## config.mk

```make
export PLATFORM = sky130hd
export DESIGN_NAME = csf_ctrl
export DESIGN_NICKNAME = d
export VERILOG_FILES = /design/src/rtl/core/csf_pkg.sv /design/src/rtl/core/csf_ctrl.sv
export VERILOG_INCLUDE_DIRS = /design/src /design/src/rtl/core
export SDC_FILE = /design/constraint.sdc
export NUM_CORES = 1
export LEC_CHECK = 0
export BUFFER_PORTS_ARGS = -buffer_cell sky130_fd_sc_hd__buf_2
export CORE_AREA = 5 5 42 44
export DETAILED_ROUTE_END_ITERATION = 10
export DIE_AREA = 0 0 47 49
export PLACE_DENSITY = 0.52
export SETUP_SLACK_MARGIN = 0.4
export SYNTH_ARGS = -nofsm -noshare
export SYNTH_HDL_FRONTEND = slang
export SYNTH_SLANG_ARGS = --single-unit
```

## constraint.sdc

```tcl
create_clock -name i_clk -period 1.9 [get_ports i_clk]
set_input_delay 0 -clock i_clk [delete_from_list [all_inputs] [get_ports i_clk]]
set_output_delay 0 -clock i_clk [all_outputs]
set_load 0.03 [all_outputs]
```

## src/rtl/core/assert_macros.svh

```systemverilog
// Assertion macros shared by the cross sharpen filter RTL.
// No dependencies; each macro expands to one labeled concurrent assertion.
`ifndef ASSERT_MACROS_SVH
`define ASSERT_MACROS_SVH

// Same-cycle implication, disabled while reset is low.
`define CSF_ASSERT_IMPL(label, clk, rst_n, ante, cons, msg) \
    label: assert property (@(posedge clk) disable iff (!rst_n) (ante) |-> (cons)) \
        else $error(msg);

// Next-cycle implication, disabled while reset is low.
`define CSF_ASSERT_NEXT(label, clk, rst_n, ante, cons, msg) \
    label: assert property (@(posedge clk) disable iff (!rst_n) (ante) |=> (cons)) \
        else $error(msg);

`endif

```

## src/rtl/core/csf_pkg.sv

```systemverilog
// Shared types and constants of the cross sharpen filter.
// No dependencies; imported by every module of the block but csf_ram.
package csf_pkg;

    localparam int PIX_W     = 8;
    localparam int ROW_W     = 12;
    localparam int COL_OUT_W = 10;
    localparam int FW_W      = 11;
    localparam int CWT_W     = 5;
    localparam int DIV_W     = 8;
    localparam int OFF_W     = 9;
    localparam int ACC_W     = 14;
    localparam int MAG_W     = 13;
    localparam int DCNT_W    = $clog2(MAG_W + 1);
    localparam int MIN_DIM   = 3;

    localparam int CFG_DATA_W = 12;
    localparam int CFG_IDX_W  = 3;

    localparam logic [CFG_IDX_W-1:0] REG_FRAME_WIDTH   = 3'd0;
    localparam logic [CFG_IDX_W-1:0] REG_FRAME_HEIGHT  = 3'd1;
    localparam logic [CFG_IDX_W-1:0] REG_CENTER_WEIGHT = 3'd2;
    localparam logic [CFG_IDX_W-1:0] REG_DIVISOR       = 3'd3;
    localparam logic [CFG_IDX_W-1:0] REG_OFFSET        = 3'd4;

    localparam logic [FW_W-1:0]  RST_FRAME_WIDTH   = 11'd320;
    localparam logic [ROW_W-1:0] RST_FRAME_HEIGHT  = 12'd240;
    localparam logic [CWT_W-1:0] RST_CENTER_WEIGHT = 5'd8;
    localparam logic [DIV_W-1:0] RST_DIVISOR       = 8'd1;
    localparam logic [OFF_W-1:0] RST_OFFSET        = 9'h1E0;

    localparam logic [PIX_W-1:0] PIX_MAX = 8'd255;

    typedef struct packed {
        logic load;
        logic rd_next;
        logic cap_above;
        logic cap_right;
        logic calc;
        logic div_start;
        logic emit_first;
        logic emit_second;
    } t_cmd;

    typedef struct packed {
        logic do_filter;
        logic has_above;
        logic last_row;
        logic div_done;
        logic out_free;
    } t_sts;

endpackage

```

## src/rtl/core/csf_ctrl.sv

```systemverilog
// Controller state machine: sequences accept, line store reads, kernel sum,
// divide and result emission. Depends on csf_pkg and the assertion macros.
`include "assert_macros.svh"

module csf_ctrl import csf_pkg::*; (
    input  logic i_clk,
    input  logic i_rst_n,
    input  logic i_in_valid,
    input  t_sts i_sts,
    output logic o_in_stall,
    output t_cmd o_cmd
);

    typedef enum logic [3:0] {
        S_IDLE,
        S_RD0,
        S_RD1,
        S_RD2,
        S_MUL,
        S_DIV,
        S_WAIT,
        S_EMIT1,
        S_EMIT2
    } t_state;

    t_state r_state;
    t_state n_state;
    logic   r_stall;

    always_comb begin
        o_cmd   = '0;
        n_state = r_state;
        case (r_state)
            S_IDLE: begin
                if (i_in_valid) begin
                    o_cmd.load = 1'b1;
                    n_state    = S_RD0;
                end
            end
            S_RD0: n_state = S_RD1;
            S_RD1: begin
                o_cmd.cap_above = 1'b1;
                o_cmd.rd_next   = 1'b1;
                n_state         = S_RD2;
            end
            S_RD2: begin
                o_cmd.cap_right = 1'b1;
                n_state         = S_MUL;
            end
            S_MUL: begin
                o_cmd.calc = 1'b1;
                n_state    = S_DIV;
            end
            S_DIV: begin
                // border pixels skip the divide
                if (i_sts.do_filter) begin
                    o_cmd.div_start = 1'b1;
                    n_state         = S_WAIT;
                end else begin
                    n_state = S_EMIT1;
                end
            end
            S_WAIT: begin
                if (i_sts.div_done) begin
                    n_state = S_EMIT1;
                end
            end
            S_EMIT1: begin
                if (!i_sts.has_above) begin
                    n_state = i_sts.last_row ? S_EMIT2 : S_IDLE;
                end else if (i_sts.out_free) begin
                    o_cmd.emit_first = 1'b1;
                    n_state          = i_sts.last_row ? S_EMIT2 : S_IDLE;
                end
            end
            S_EMIT2: begin
                if (i_sts.out_free) begin
                    o_cmd.emit_second = 1'b1;
                    n_state           = S_IDLE;
                end
            end
            default: n_state = S_IDLE;
        endcase
    end

    always_ff @(posedge i_clk) begin
        if (!i_rst_n) begin
            r_state <= S_IDLE;
            r_stall <= 1'b0;
        end else begin
            r_state <= n_state;
            r_stall <= (n_state != S_IDLE);
        end
    end

    assign o_in_stall = r_stall;

    `CSF_ASSERT_IMPL(a_accept_in_idle, i_clk, i_rst_n, (i_in_valid && !o_in_stall), (r_state == S_IDLE), "request taken outside idle")
    `CSF_ASSERT_IMPL(a_second_on_last, i_clk, i_rst_n, o_cmd.emit_second, i_sts.last_row, "copy emitted off last row")
    `CSF_ASSERT_NEXT(a_start_then_wait, i_clk, i_rst_n, o_cmd.div_start, (r_state == S_WAIT), "divide start lost")

endmodule

```

# After elaboration in Yosys (flattened, before gate mapping)
# Cells that the tools add are included.
# W data, S select, Z words.
[word_totals]
regBits = 5
inputBits = 8
out_inout_bits = 9
[op_classes]
eq_ne = 8
n_mux = 19
reduce_logical = 2
[ops]
columns = ["operator", "n"]
rows = [
  ["$pmux W4 S9", 1],
  ["$mux W4", 6],
  ["$eq A4 B3 Y1 const B", 4],
  ["$mux W1", 11],
  ["$eq A4 B2 Y1 const B", 2],
  ["$eq A4 B1 Y1 const B", 1],
  ["$eq A4 B4 Y1 const B", 1],
  ["$logic_not A4 Y1", 1],
  ["$reduce_bool A4 Y1", 1],
  ["$mux W2", 1],
]

# Logic depth before layout (Yosys ltp)
[depth]
depth_word = 5
ltp_mapped = 5
depth_no_buf = 4

# Worst setup path before layout
# OpenSTA, ideal clock, no wires.
[synth_timing]
kind = "register -> output"
start = "reg r_state[2]"
end = "out o_cmd[6] in the netlist's numbering"
t_arrival_ns = 1.983
path_slack_ns = -0.083
stages_incl_launch_ff = 4
cell_sequence = "dfxtp_1 clkbuf_1 nor4b_1 buf_4"
[synth_rtl]
columns = ["element", "line_no", "source"]
rows = [
  ["start: declaration", "csf_ctrl.sv:26", "t_state r_state;"],
  ["start signal: assignment", "csf_ctrl.sv:91", "r_state <= n_state;"],
  ["end: declaration", "csf_ctrl.sv:11", "output t_cmd o_cmd"],
]

# Worst setup path in the final report
[layout_timing]
start = "reg r_state[3]"
end = "reg r_stall, in the netlist o_in_stall"
[layout_via]
elab_chain_len = 4
[layout_rtl]
columns = ["element", "line_no", "source"]
rows = [
  ["$mux W4", "csf_ctrl.sv:71", "end else if (i_sts.out_free) begin"],
  ["$mux W4", "csf_ctrl.sv:69", "if (!i_sts.has_above) begin"],
  ["$pmux W4 S9 (*)", "csf_ctrl.sv:33", "case (r_state)"],
  ["$reduce_bool A4 Y1 (*)", "csf_ctrl.sv:92", "r_stall <= (n_state != S_IDLE);"],
  ["end signal: assignment", "csf_ctrl.sv:92", ""],
  ["end: declaration", "csf_ctrl.sv:28", "logic r_stall;"],
]
# Mark *: on every way between the ends. The rest lies on a longest branch, timed or not.
# A chain may end at the register's enable or synchronous reset.

==> impl_metrics.py <==
metrics = {
    "run_status": {
        "status": "finished clean",
    },
    "clock_network": {
        "clk_latency_ns": 0.24,
        "hold_buffers": 0,
        "h-tree-depth": 1,
        "cts-root-buf": "clkbuf_4",
        "cts_made_buffers": 3,
        "path_clk_slew_ns": 0.04,
        "clkSinkCount": 5,
        "clockBufferDepth": 2,
        "postCtsSetupBuffers": 0,
        "cts_tree": "done",
    },
    "power": {
        "switching_share": 0.3403,
        "pwr-share-seq": 0.387,
        "internal-power_uw": 233.2,
        "p_leak_uw": 0.0002090,
        "ir_drop_mv": 0.3748,
        "finalPower_uw": 353.5,
        "power_density_mw_per_mm2": 771.9,
        "clock_power_share": 0.344,
        "power_frac_comb": 0.269,
        "netSwitchingPower_uw": 120.3,
    },
    "routing": {
        "drt_first_pass_iters": 2,
        "drt_drc_violations_left": 0,
        "vias_per_cell": 4.818,
        "vias": 371,
        "drt_iter0_drc": 2,
        "ant_nets": 0,
        "drt-total-wl_um": 792,
        "avgRoutedWirePerCell_um": 10.29,
    },
    "floorplanning": {
        "top_level_ports": 17,
        "initial_core_util": 0.2393,
        "die_w_um": 47,
        "core_area_sq_mm": 0.001401,
        "fp-row-count": 14,
        "dieArea_sq_mm": 0.002303,
        "fp.dieH_um": 49,
    },
    "yosys": {
        "syn_area_sq_um": 335.3,
        "seq_area_frac_synth": 0.2985,
        "async_flop_share": 0,
        "synth.distinct_cells": 25,
        "ys.flop_type": "dfxtp_1",
        "ys_top_cells_by_area": "dfxtp_1, nor3_1, nor2_1, and3_1, nand2b_1",
        "yosysTopAreaCell": "dfxtp_1",
        "ys_ff_latch": 5,
        "yosys_warnings": 0,
        "synth_nets": 53,
        "synthMostInstantiatedCell": "nor3_1",
        "synth_cells": 45,
        "synth_edf_count": 0,
        "postSynthAreaPerCell_sq_um": 7.452,
        "synth_top_area_frac": 0.2985,
        "synth_common_cells": "nor3_1, dfxtp_1, nor2_1, nand2_1",
    },
    "finish": {
        "area_growth_pct": 36.57,
        "drive_above_1_share": 0.3770,
        "nNetsFinal": 70,
        "diodes": 0,
    },
    "place": {
        "numPortBuffers": 16,
        "hpwl_um": 641.5,
        "gp_congestion": 0.6857,
    },
    "min_path": {
        "hp-class": "in -> reg",
    },
    "timing": {
        "slew_headroom": 0.7863,
        "grt_setup_unrepaired": "yes",
        "setup_tns_ns": 0,
        "fin_skew_ns": 0.003104,
        "tightestPinTransition_ns": 0.3200,
        "finalHoldViolations": 0,
        "min_period_ns": 1.391,
        "maxSlewViolCount": 0,
        "fin_crit_sh": 0.7320,
        "setup_viol": 0,
        "fmax_mhz": 719.0,
    },
    "grt": {
        "antenna_found_initial": 0,
        "grt_start_max_net_pins": 14,
        "track_usage": 0.08245,
        "grt_overflow": 0,
        "grt_pass1_wl_um": 1373,
        "grt_pass1_vias": 319,
    },
    "setup_path": {
        "start_kind": "register",
        "crit_type": "reg -> reg",
        "rr_endpoint": "o_in_stall",
        "rrSetupSlack_ns": 0.51,
        "cp-end-kind": "register",
        "ff2ff_path_depth": 4,
        "rr_startpoint": "r_state[3]",
        "worstSetupEndpoint": "o_in_stall",
        "critPathLaunch": "r_state[3]",
        "worstPathMaxFanout": 9,
        "cp.required_ns": 2.07,
        "worstPathArrival_ns": 1.56,
    },
    "run": {
        "maxCapViolations": 0,
    },
}
metal layers:
| layer | vias to the layer above | share of wire | wire length (um) | track usage |
|---|---|---|---|---|
| li1 | 195 | - | - | - |
| met1 | 164 | 0.43 | 340 | 0.1079 |
| met2 | 10 | 0.47 | 369 | 0.1131 |
| met3 | 2 | 0.074 | 59 | 0.02214 |
| met4 | 0 | 0.029 | 23 | 0.05530 |
| met5 | - | 0 | 0 | 0 |
sequential cells by signal, summed over array words and instances (netlist names):
name        count
r_state         4
o_in_stall      1
power groups by stage:
stage | combinational [uW] | clock (uW) | sequential, uW
2_1_floorplan | 80.0 | 0 | 130
3_3_place_gp | 97.6 | 0 | 138
3_5_place_dp | 96.9 | 0 | 138
4_1_cts | 97.1 | 129 | 136
5_1_grt | 107 | 134 | 141
6_report | 95.3 | 122 | 137
through the flow:
step	area (sq um)	std cells	hold WS [ns]	utilization	setup slack, ns
after floorplan	350.3	45	0.1599	-	0.4216
after global placement	429.2	73	0.2821	0.3063	0.5026
after detailed placement	429.2	73	0.2985	0.3063	0.4573
after CTS	455.4	77	0.04160	0.3250	0.4572
after global routing	457.9	77	0.08395	0.3268	0.3937
final	457.9	77	0.04166	0.3268	0.5093
cells by family (layout without fill, tap and decap cells):
logic type / after synthesis / after routing / share of synthesized area
AO/OA/AOI/OAI: 7 / 7 / 0.1493
buffers and inverters: 5 / 21 / 0.07461
flip-flops: 5 / 5 / 0.2985
AND/OR/NAND/NOR: 28 / 28 / 0.4776
how the worst min path moves through the flow:
stage,slack (ns),to,start,cells past startpoint
after floorplan,0.16,o_cmd[1],i_sts[0],2
after global placement,0.28,r_state[3],i_rst_n,3
after detailed placement,0.30,r_state[3],i_rst_n,3
after CTS,0.04,r_state[3],i_rst_n,3
after global routing,0.08,r_state[3],i_rst_n,3
final,0.04,r_state[3],i_rst_n,3
cell usage in the layout, fill, tap and decap left out, drive strengths merged, types with 2 or more instances in the layout:
cell    count
buf        16
nor3        7
dfxtp       5
nor2        4
clkbuf      4
nand2       3
nand2b      2
and3        2
nor2b       2
a21oi       2
timing repair:
action,4_1_cts,5_1_grt
endpoints found under the setup margin,0,4
endpoints found under the hold margin,0,0
resized for setup,0,2
layout make-up:
type / count / area (sq um)
fillers: 168 / 943.4
multi-input cells: 35 / 225.2
flip-flops and latches: 5 / 102.6
repair buffers: 16 / 80.08
clock buffers: 4 / 26.28
well taps: 16 / 20.02
inverters: 1 / 3.754
worst max-delay path, stage by stage, from the launching register on:
cell and delay [ns]:
dfxtp_1 0.47, or4b_1 0.46, o32ai_1 0.15, nand3_1 0.16, o211ai_2 0.09
(Power assumes the default switching activity.)
